[config.mk]
export PLATFORM = sky130hd
export DESIGN_NAME = pim_batch_mode_arbiter_core
export DESIGN_NICKNAME = d
export VERILOG_FILES = /design/src/hw/rtl/pbma_pkg.sv /design/src/hw/rtl/pim_batch_mode_arbiter_core.sv
export SDC_FILE = /design/constraint.sdc
export NUM_CORES = 1
export LEC_CHECK = 0
export ABC_AREA = 1
export BUFFER_PORTS_ARGS = -buffer_cell sky130_fd_sc_hd__clkbuf_2
export CAP_MARGIN = 10
export CORE_UTILIZATION = 35
export DETAILED_ROUTE_END_ITERATION = 7
export PLACE_DENSITY = 0.6
export SYNTH_ARGS = -nofsm -noshare
export SYNTH_HDL_FRONTEND = slang
export SYNTH_SLANG_ARGS = --single-unit
[constraint.sdc]
create_clock -name clk -period 12.2 [get_ports clk]
set_clock_uncertainty 0.1 [all_clocks]
set_input_delay 1.22 -clock clk [delete_from_list [all_inputs] [get_ports clk]]
set_output_delay 1.22 -clock clk [all_outputs]
set_load 0.01 [all_outputs]
[src/hw/rtl/pbma_pkg.sv]
// Shared constants for the PIM batch mode arbiter.
package pbma_pkg;

  // Configuration write channel shape.
  localparam int CFG_IDX_W  = 1;
  localparam int CFG_DATA_W = 8;

  // Configuration register indexes.
  localparam logic [CFG_IDX_W-1:0] CFG_MIN_BATCHES  = 1'b0;
  localparam logic [CFG_IDX_W-1:0] CFG_WR_QUEUE_EN  = 1'b1;

  // Batch counter width and its saturation value.
  localparam int BATCH_CNT_W = 8;
  localparam logic [BATCH_CNT_W-1:0] BATCH_CNT_MAX = '1;

  // Reset value of the minimum batch count register.
  localparam logic [BATCH_CNT_W-1:0] MIN_BATCHES_RST = 8'd1;

  // Input item kinds carried on in_tuser.
  localparam logic ACT_MODE_UPDATE = 1'b0;
  localparam logic ACT_PIM_ISSUED  = 1'b1;

endpackage

[src/hw/rtl/pim_batch_mode_arbiter_core.sv]
// Top level of the PIM batch mode arbiter: input register, decision logic, result register.
// A beat accepted into the input stage is presented on out_tvalid once it moves into the result register.
// Throughput: one beat per cycle; each item's state update is done in one pass of
// logic between the input stage and the result register (subtract, two saturating adds).
// The input stage refills while the result register drains, so only a stall on
// out_tready holds back in_tready.
// Reset: synchronous on rst_n low; mode, batch state and registers return to their defaults.
module pim_batch_mode_arbiter_core #(
  parameter int ROW_BITS   = 16,
  parameter int CYCLE_BITS = 48,
  localparam int IN_W        = 3 + 2 * ROW_BITS + CYCLE_BITS,
  localparam int IN_TDATA_W  = ((IN_W + 7) / 8) * 8,
  localparam int OUT_W       = 4 + CYCLE_BITS,
  localparam int OUT_TDATA_W = ((OUT_W + 7) / 8) * 8
) (
  input  logic                              clk,
  input  logic                              rst_n,
  // Input channel.
  input  logic                              in_tvalid,
  output logic                              in_tready,
  // tdata from bit 0: read_pending, write_pending, pim_pending, front_row,
  // issued_row, now_cycle, zero fill.
  input  logic [IN_TDATA_W-1:0]             in_tdata,
  // tuser: action (0 mode update, 1 PIM request issued).
  input  logic                              in_tuser,
  // Result channel.
  output logic                              out_tvalid,
  input  logic                              out_tready,
  // tdata from bit 0: pim_on, entered_pim, left_pim, batch_done, batch_time, zero fill.
  output logic [OUT_TDATA_W-1:0]            out_tdata,
  // Configuration write channel.
  input  logic                              cfg_valid,
  output logic                              cfg_ready,
  input  logic [pbma_pkg::CFG_IDX_W-1:0]    cfg_index,
  input  logic [pbma_pkg::CFG_DATA_W-1:0]   cfg_data
);

  localparam int BW = pbma_pkg::BATCH_CNT_W;

  // Configuration registers.
  logic [BW-1:0] min_batches_r;
  logic          wq_en_r;

  // Input stage.
  logic                  s1_valid_r;
  logic                  s1_action_r;
  logic                  s1_rd_r, s1_wr_r, s1_pim_r;
  logic [ROW_BITS-1:0]   s1_front_r, s1_issued_r;
  logic [CYCLE_BITS-1:0] s1_now_r;

  // Arbiter state.
  logic                  mode_pim_r, mode_pim_nxt;
  logic                  active_r, active_nxt;
  logic [CYCLE_BITS-1:0] start_r, start_nxt;
  logic [CYCLE_BITS-1:0] acc_r, acc_nxt;
  logic [BW-1:0]         bcnt_r, bcnt_nxt;
  logic [ROW_BITS-1:0]   last_row_r, last_row_nxt;
  logic [CYCLE_BITS-1:0] sw_time_r, sw_time_nxt;

  // Result register.
  logic                  out_valid_r;
  logic [OUT_W-1:0]      out_data_r, out_data_nxt;

  logic                  advance;
  logic                  normal_work;
  logic                  done, entered, left_mode;
  logic [CYCLE_BITS-1:0] btime;
  logic [CYCLE_BITS:0]   acc_sum, sw_sum;
  logic [CYCLE_BITS-1:0] acc_upd;
  logic [BW-1:0]         bcnt_upd;

  // The input stage moves on whenever the result register is free or draining.
  assign advance   = !out_valid_r || out_tready;
  assign in_tready = !s1_valid_r || advance;
  assign cfg_ready = 1'b1;

  // Configuration register writes.
  always_ff @(posedge clk) begin
    if (!rst_n) begin
      min_batches_r <= pbma_pkg::MIN_BATCHES_RST;
      wq_en_r       <= 1'b0;
    end else if (cfg_valid && cfg_ready) begin
      case (cfg_index)
        pbma_pkg::CFG_MIN_BATCHES: min_batches_r <= cfg_data[BW-1:0];
        pbma_pkg::CFG_WR_QUEUE_EN: wq_en_r       <= cfg_data[0];
        default: ;
      endcase
    end
  end

  // Input stage capture.
  always_ff @(posedge clk) begin
    if (!rst_n) begin
      s1_valid_r <= 1'b0;
    end else if (in_tready) begin
      s1_valid_r <= in_tvalid;
    end
  end

  always_ff @(posedge clk) begin
    if (in_tvalid && in_tready) begin
      s1_action_r <= in_tuser;
      s1_rd_r     <= in_tdata[0];
      s1_wr_r     <= in_tdata[1];
      s1_pim_r    <= in_tdata[2];
      s1_front_r  <= in_tdata[3 +: ROW_BITS];
      s1_issued_r <= in_tdata[3 + ROW_BITS +: ROW_BITS];
      s1_now_r    <= in_tdata[3 + 2 * ROW_BITS +: CYCLE_BITS];
    end
  end

  // Mode decision for the item in the input stage.
  always_comb begin
    mode_pim_nxt = mode_pim_r;
    active_nxt   = active_r;
    start_nxt    = start_r;
    acc_nxt      = acc_r;
    bcnt_nxt     = bcnt_r;
    last_row_nxt = last_row_r;
    sw_time_nxt  = sw_time_r;
    done         = 1'b0;
    entered      = 1'b0;
    left_mode    = 1'b0;

    normal_work = s1_rd_r || (s1_wr_r && wq_en_r);
    btime       = s1_now_r - start_r;

    // Close the batch: accumulate its time and push out the switch-back time.
    acc_sum  = {1'b0, acc_r} + {1'b0, btime};
    acc_upd  = acc_sum[CYCLE_BITS] ? '1 : acc_sum[CYCLE_BITS-1:0];
    sw_sum   = {1'b0, s1_now_r} + {1'b0, acc_upd};
    bcnt_upd = (bcnt_r == pbma_pkg::BATCH_CNT_MAX) ? bcnt_r : bcnt_r + 1'b1;

    if (s1_action_r == pbma_pkg::ACT_PIM_ISSUED) begin
      if (!active_r) begin
        active_nxt = 1'b1;
        start_nxt  = s1_now_r;
      end
      last_row_nxt = s1_issued_r;
    end else if (mode_pim_r) begin
      done = active_r && (!s1_pim_r || (s1_front_r != last_row_r));
      if (done) begin
        active_nxt  = 1'b0;
        acc_nxt     = acc_upd;
        bcnt_nxt    = bcnt_upd;
        sw_time_nxt = sw_sum[CYCLE_BITS] ? '1 : sw_sum[CYCLE_BITS-1:0];
      end
      if (((bcnt_nxt >= min_batches_r) || !s1_pim_r) && normal_work) begin
        acc_nxt      = '0;
        bcnt_nxt     = '0;
        mode_pim_nxt = 1'b0;
        left_mode    = 1'b1;
      end
    end else begin
      if (s1_pim_r && ((s1_now_r > sw_time_r) || !normal_work)) begin
        mode_pim_nxt = 1'b1;
        entered      = 1'b1;
      end
    end

    out_data_nxt = {(done ? btime : {CYCLE_BITS{1'b0}}), done, left_mode, entered,
                    mode_pim_nxt};
  end

  // State update, once per item leaving the input stage.
  always_ff @(posedge clk) begin
    if (!rst_n) begin
      mode_pim_r <= 1'b0;
      active_r   <= 1'b0;
      start_r    <= '0;
      acc_r      <= '0;
      bcnt_r     <= '0;
      last_row_r <= '0;
      sw_time_r  <= '0;
    end else if (s1_valid_r && advance) begin
      mode_pim_r <= mode_pim_nxt;
      active_r   <= active_nxt;
      start_r    <= start_nxt;
      acc_r      <= acc_nxt;
      bcnt_r     <= bcnt_nxt;
      last_row_r <= last_row_nxt;
      sw_time_r  <= sw_time_nxt;
    end
  end

  // Result register.
  always_ff @(posedge clk) begin
    if (!rst_n) begin
      out_valid_r <= 1'b0;
    end else if (advance) begin
      out_valid_r <= s1_valid_r;
    end
  end

  always_ff @(posedge clk) begin
    if (s1_valid_r && advance) begin
      out_data_r <= out_data_nxt;
    end
  end

  assign out_tvalid = out_valid_r;
  assign out_tdata  = OUT_TDATA_W'(out_data_r);

endmodule

==> run metrics, run 1 <==
Core Util, Final=0.3958; combinational share of power=0.341; Clk Latency, worst-skew pair=a little under 0.6 ns; RSZ-0062 raised after global routing=no; Pins Over Slew Limit=0; WL final=83900 µm; Hold Path End=start_r[35]; Worst Reg-to-Reg Cells=39; Max Cap Viol=0; final setup violation count=0; DR iter-0 viols=about 1700; Starting Density=0.3532; TritonCTS clock tree=built; area delta synth->final=12.07%; worst hold slack=0.3562 ns; Die Area=71730 µm²; placed wire-length estimate=around 68000 µm; CP endpoint kind=flip-flop; CTS root buf=clkbuf_16; worst slew pin tran=1.065 ns; Int Pwr=roughly 2.2 mW; I/O pin total=162; gr ovfl total=0; hold path cells=2; R2R Setup Slk=3.85 ns; drt drc=0; period utilisation layout=0.6842; H-tree Lvls=2; Pre-antenna DRT Iters=6; number of synthesized flops with an enable pin=around 140; via count=between 20000 and 25000; Slew HR=0.2872; layout cells sized above 1=0.09373; R2R Path Start=s1_now_r[0]; core footprint=70030 µm²; Critical Path Start Type=flip-flop; Mapped Area=24730 µm²; CP arrival=between 8 and 9 ns; port bufs=roughly 150; Routability Congestion=a little under 1; Die Width=267.8 µm; Worst EP required=12.58 ns; status=finished, final reports clean; Fmax=~0.12 GHz; DIE HEIGHT=267.8 µm; Peak supply drop=96.87 µV; Top FF cell, synth=dfxtp_1; HP Start=start_r[35]; cell area after layout=27720 µm²; RR Endpoint=sw_time_r[28]; Post-CTS Hold Fix Bufs=0; Worst-path clk slew=0.06 ns; Switch Pwr=roughly 1.4 mW; CTS Buf Count=41; vias per cell=4.944; leakage power=13.02 nW; Yosys reg bits=317; Diodes inserted=0; post_cts resized=0; CP max stage delay=0.55 ns; sequential power share=0.324; wire per inst=17.59 µm; Tmin final=8.347 ns; asr flop ratio synth=0; row count=slightly below 100; final hold vios=0; nets=4106; HP Class=reg2reg; clock buffer depth=3; DRT antenna net count=0; synth unique cells=50; Filler cells=between 7000 and 8000; Cell Area, Placed=approximately 26000 µm²; Power Dens Cells=131.3 nW/µm²; register area share after synthesis=0.3116; Post-Synthesis Cells=around 3700; post-CTS setup buffers=0; Total GRT Usage=0.2314; initial antenna violation count=0; CP max FO=23; vias in the first global route=between 20000 and 25000; first-pass GRT wire length=125500 µm; clk sink count=around 320; Ys Warns=0; critical path type=reg2reg; switching part of the total=0.3909; Slowest-stage cell, CP=buf_4; Total Neg Setup Slack=0 ns; largest net degree at the start of global routing=91; Mean Syn Cell Area=6.757 µm²; Clk network pwr share=0.335
## critical path: cells and delay by family, from the launching register on
kind	cells	cell delay (ns)
fa+ha+maj	5	1.53
compound gates	4	0.69
simple gates	19	3.09
buf+inv	10	1.99
flops	1	0.41
xor+xnor	1	0.40
## worst max-delay path by stage
stage	slack, ns	endpoint	cells past startpoint	start
after floorplan	6.95	sw_time_r[10]	46	s1_now_r[0]
after global placement	3.91	sw_time_r[28]	39	s1_now_r[0]
after detailed placement	3.89	sw_time_r[28]	39	s1_now_r[0]
after CTS	3.87	sw_time_r[28]	39	s1_now_r[0]
after global routing	3.30	sw_time_r[28]	39	s1_now_r[0]
final	3.85	sw_time_r[28]	39	s1_now_r[0]
## cells in the final DEF, fill, tap and decap left out, drive strengths merged
cell and count:
nand2 943, inv 635, nor2 455, a21oi 318, nand3 227, o21ai 216
ha 202, clkbuf 195, dfxtp 181, edfxtp 136, xor2 75, nand4 45
nor3 34, o21bai 21, a21o 18, xnor2 17, clkinv 17, and2 14
nand3b 12, buf 12, o21a 9, a21boi 8, a31oi 7, clkinvlp 7
or2 7, conb 5, o211ai 3, nor4 3, fa 3, and3 2
bufinv 2, a211o 1
## cells in the mapped netlist, types with 18 or more instances
library cell	instances	area, µm²
nand2_4	21	236.5
a21oi_1	282	1411
clkbuf_1	32	120.1
o21ai_0	208	1041
nand3_1	210	1051
nand4_1	45	281.5
o21bai_1	20	150.1
a21o_1	18	135.1
ha_1	202	2527
buf_2	21	105.1
a21oi_2	36	315.3
edfxtp_1	136	4084
xor2_1	75	656.9
inv_1	623	2338
dfxtp_1	181	3623
nand2_1	906	3401
nor2_1	436	1637
nor3_1	33	165.2
## power by group through the flow
| stage | registers (mW) | logic (mW) | clock network (mW) |
|---|---|---|---|
| after detailed placement | 1.20 | 1.21 | 0 |
| after CTS | 1.18 | 1.22 | 1.25 |
| after floorplan | 1.19 | 0.842 | 0 |
| final | 1.18 | 1.24 | 1.22 |
| after global routing | 1.18 | 1.38 | 1.29 |
| after global placement | 1.20 | 1.21 | 0 |
## kinds of logic (layout without fill, tap and decap cells)
| kind of cell | after synthesis | after routing | synth area share |
|---|---|---|---|
| other | 2 | 5 | 0.0003037 |
| AOI/OAI and AO/OA | 601 | 601 | 0.1339 |
| adders and majority gates | 205 | 205 | 0.1046 |
| buffers and inverters | 701 | 868 | 0.1124 |
| DFF | 317 | 317 | 0.3116 |
| and+or+nand+nor | 1742 | 1742 | 0.3046 |
| xor gates and xnor gates | 92 | 92 | 0.03258 |
## cell type report
| cell class | instances | area [µm²] | area share |
|---|---|---|---|
| Multi-Input combinational cell | 2645 | 14270 | 0.5148 |
| Sequential cell | 317 | 7707 | 0.2781 |
| Inverter | 631 | 2372 | 0.08559 |
| Tap cell | 940 | 1176 | 0.04244 |
| Clock buffer | 45 | 1061 | 0.03828 |
| Timing Repair Buffer | 162 | 838.3 | 0.03025 |
| Clock inverter | 30 | 292.8 | 0.01056 |
## registers in the layout (all words and copies together) (netlist names), 8 cells and up
name and count:
s1_issued_r 16, last_row_r 16, s1_now_r 48, acc_r 48, min_batches_r 8, start_r 48, bcnt_r 8, out_data_r 52
sw_time_r 48, s1_front_r 16
## metrics by stage
| step | std cells | setup WS (ns) | total power [mW] |
|---|---|---|---|
| after detailed placement | 4695 | 3.894 | 2.414 |
| after floorplan | 3663 | 6.954 | 2.032 |
| after global placement | 4695 | 3.905 | 2.413 |
| after global routing | 4770 | 3.296 | 3.844 |
| final | 4770 | 3.853 | 3.638 |
| after CTS | 4770 | 3.874 | 3.647 |
## per-layer routing
layer,part of all wire,GRT usage
met1,0.45,0.3006
met2,0.46,0.3899
met3,0.053,0.03097
met4,0.036,0.08463
met5,0,0
(Power assumes the default switching activity.)
==> inputs of run 2 (changes only) <==
ABC_AREA = 0   (was 1)
PLACE_DENSITY = 0.62   (was 0.6)
clock period = 7.6 ns   (was 12.2 ns; I/O delays follow)
==> run 2 against run 1 <==
The run now ends with negative setup slack left; area after synthesis decreased by 16%; setup slack got worse by 3.9 ns; global-route usage fell by 1.6 points; cell area rose by 3.1%; count of clock-buffer cells in the layout grew 2; register-to-register slack got worse by 3.9 ns; utilization increased by 9.6 points; final cell count fell by 21%; sequential power rose by 58%; combinational power is 59% higher; sequential cell count stayed put; largest cell class unchanged.
==> run metrics, run 2 <==
cell area after layout=28560 µm² (was 27720 µm²); Post-Synth XOR/XNOR Area=0.06133 (was 0.03258); Filler cells=5290 (was 7604); I/O pin total=162 (unchanged); Worst Reg-to-Reg Cells=38 (was 39); Max Cap Viol=0 (unchanged); most flop-heavy register=out_data_r (unchanged); Routability Congestion=0.9276 (was 0.9725); Total GRT Usage=0.2151 (was 0.2314); pre-CTS worst setup slack=-0.6143 ns (was 3.894 ns); final setup violation count=1 (was 0); CP endpoint kind=flip-flop (unchanged); period utilisation layout=1.000 (was 0.6842); top cells by area, synth=edfxtp_1, dfxtp_1, ha_1 (was edfxtp_1, dfxtp_1, nand2_1); largest family of logic cells by synthesized area=compound AO/OA/AOI/OAI gates (was simple AND/OR/NAND/NOR gates); HP Start=in_tdata[15] (was start_r[35]); layout cells sized above 1=0.3069 (was 0.09373); Die Width=245.2 µm (was 267.8 µm); CP max FO=14 (was 23); final hold vios=0 (unchanged); H-tree Lvls=2 (unchanged); initial antenna violation count=2 (was 0); largest net degree at the start of global routing=79 (was 91); most common cell after layout, fill and taps aside=buf_4 (was nand2_1); Fmax=0.1316 GHz (was 0.1198 GHz); CP max stage delay=0.43 ns (was 0.55 ns); Worst-path clk slew=0.06 ns (about the same); number of cells after detailed placement=3594 (was 4695); via count=19772 (was 23581); most frequent cells in the layout=buf_4, nand2_1, dfxtp_1 (was nand2_1, inv_1, nor2_1); CTS root buf=clkbuf_16 (unchanged); asr flop ratio synth=0 (unchanged); Die Area=60140 µm² (was 71730 µm²); CP most frequent cell=buf_6; Slowest-stage cell, CP=a2111oi_4 (was buf_4); Tmin final=7.600 ns (was 8.347 ns); post-synthesis mux area share=0.005498 (was 0); worst slew pin tran=0.9185 ns (was 1.065 ns); Pins Over Slew Limit=0 (unchanged); Yosys reg bits=317 (unchanged); RSZ-0062 raised after global routing=yes (was no); Ys Warns=0 (unchanged); Peak supply drop=201.1 µV (was 96.87 µV); Starting Density=0.3569 (was 0.3532); Hold Path End=s1_front_r[12] (was start_r[35]); RR Endpoint=sw_time_r[39] (was sw_time_r[28]); DIE HEIGHT=245.2 µm (was 267.8 µm); final std cells w/o fill=3759 (was 4770); Post-Synthesis Cells=2319 (was 3660); post-synthesis compound-gate area fraction=0.2376 (was 0.1339); placed wire-length estimate=48100 µm (was 67970 µm); nets=3271 (was 4106); Seq. cell area=7707 µm² (unchanged); port bufs=151 (unchanged); largest area contributor in the netlist=edfxtp_1 (unchanged); Core Util, Final=0.4923 (was 0.3958); gr ovfl total=0 (unchanged); Slew HR=0.3876 (was 0.2872); Cell Area, Placed=25460 µm² (was 26360 µm²); Top FF cell, synth=dfxtp_1 (unchanged); vias in the first global route=19496 (was 22317); number of synthesized flops with an enable pin=136 (unchanged); worst hold slack=0.2529 ns (was 0.3562 ns); synth unique cells=78 (was 50); drt drc=0 (unchanged); WL final=66870 µm (was 83900 µm); Post-CTS Hold Fix Bufs=0 (unchanged); Mapped Area=20710 µm² (was 24730 µm²); Total Neg Setup Slack=-0.00009770 ns (was 0 ns); R2R Setup Slk=-0.0001 ns (was 3.85 ns); Power Dens Cells=202.2 nW/µm² (was 131.3 nW/µm²); Diodes inserted=0 (unchanged); failing checks=negative setup slack; DR iter-0 viols=1290 (was 1707); HP Class=in2reg (was reg2reg); Synth top area share=0.1972 (was 0.1651); most frequent cell after synthesis=nand2_1 (unchanged); Mean Syn Cell Area=8.929 µm² (was 6.757 µm²); hold path cells=1 (was 2); clock buffer depth=3 (unchanged); Final WS setup=-0.00009770 ns (was 3.853 ns); CTS Buf Count=40 (was 41); Clk Latency, worst-skew pair=0.58 ns (was 0.59 ns); clk sink count=317 (unchanged); first-pass GRT wire length=103300 µm (was 125500 µm); core footprint=58030 µm² (was 70030 µm²); Final Power=5.776 mW (was 3.638 mW); DRT antenna net count=0 (unchanged); Critical Path Start Type=flip-flop (unchanged); row count=88 (was 97); Post-Synth Adder-Cell Area=0.1250 (was 0.1046); area delta synth->final=37.94% (was 12.07%); wire per inst=17.79 µm (was 17.59 µm); max reg flops=52 (unchanged); vias per cell=5.260 (was 4.944); CP arrival=7.95 ns (was 8.73 ns); TritonCTS clock tree=built (unchanged); Synth Area in Simple Gates=0.1518 (was 0.3046); R2R Path Start=s1_now_r[0] (unchanged); Pre-antenna DRT Iters=6 (unchanged); Multi-input gate area=13010 µm² (was 14270 µm²); register area share after synthesis=0.3722 (was 0.3116); critical path type=reg2reg (unchanged); Worst EP required=7.95 ns (was 12.58 ns); synth cell count leaders=nand2_1, ha_1, a21oi_1 (was nand2_1, inv_1, nor2_1); leakage power=12.43 nW (was 13.02 nW); status=complete, but fails checks (was finished, final reports clean)
-- run 2: cell types whose count changed after synthesis, moves of 74 or more --
cell,change
a21boi_0,+74
a21o_1,+79
a21oi_1,-85
inv_1,-481
nand2_1,-610
nand3_1,-159
nor2_1,-347
-- run 2: area by class of cell --
type / count / area share
flip-flops and latches: 317 / 0.2698
multi-input cells: 1769 / 0.4554
repair buffers: 693 / 0.1764
clock buffers: 47 / 0.03666
clock inverters: 26 / 0.009549
well taps: 765 / 0.03351
inverters: 142 / 0.01866
-- run 2: routing by layer --
| metal | up-vias | GRT usage | routed length (µm) |
|---|---|---|---|
| li1 | 9647 | - | - |
| met1 | 9435 | 0.2827 | 29950 |
| met2 | 554 | 0.3591 | 31350 |
| met3 | 136 | 0.02963 | 3350 |
| met4 | 0 | 0.07500 | 2225 |
| met5 | - | 0 | 0 |
-- run 2: worst max path at each step --
stage | start | slack, ns | to | cells past startpoint
final | s1_now_r[0] | -0.0001 | sw_time_r[39] | 38
after global routing | s1_now_r[0] | -0.32 | sw_time_r[30] | 39
after CTS | s1_now_r[3] | -0.04 | sw_time_r[39] | 42
after detailed placement | s1_now_r[0] | -0.61 | sw_time_r[1] | 40
after global placement | s1_now_r[18] | -0.53 | sw_time_r[47] | 37
after floorplan | s1_now_r[4] | 0.27 | sw_time_r[38] | 36
-- run 2: critical path, delay by kind of cell, from the launching register on --
kind | cells | cell delay (ns)
adder cells (fa/ha/maj) | 4 | 1.22
XOR/XNOR | 1 | 0.14
buffers and inverters | 10 | 1.57
flip-flops | 1 | 0.40
AO/OA/AOI/OAI | 19 | 3.47
AND/OR/NAND/NOR | 4 | 0.53
-- run 2: where the power goes --
group          internal [mW]  leakage, nW  switching (mW)
combinational          0.989         9.03           0.979
clock                   1.13        0.625           0.808
sequential              1.83         2.77          0.0347
-- run 2: cell families (layout without fill, tap and decap cells) --
family	after synthesis	after routing
AOI/OAI and AO/OA	737	737
and+or+nand+nor	666	666
DFF	317	317
buffers and inverters	236	908
adders and majority gates	205	205
xor gates and xnor gates	145	145
muxes	11	11
other	2	5
-- run 2: repair_timing --
item | 4_1_cts | 5_1_grt
hold endpoints to repair | 0 | 0
endpoints found under the setup margin | 48 | 49
pin swaps | 43 | 73
gates resized for setup | 96 | 100
buffers inserted | 66 | 25
gates cloned | 2 | 2
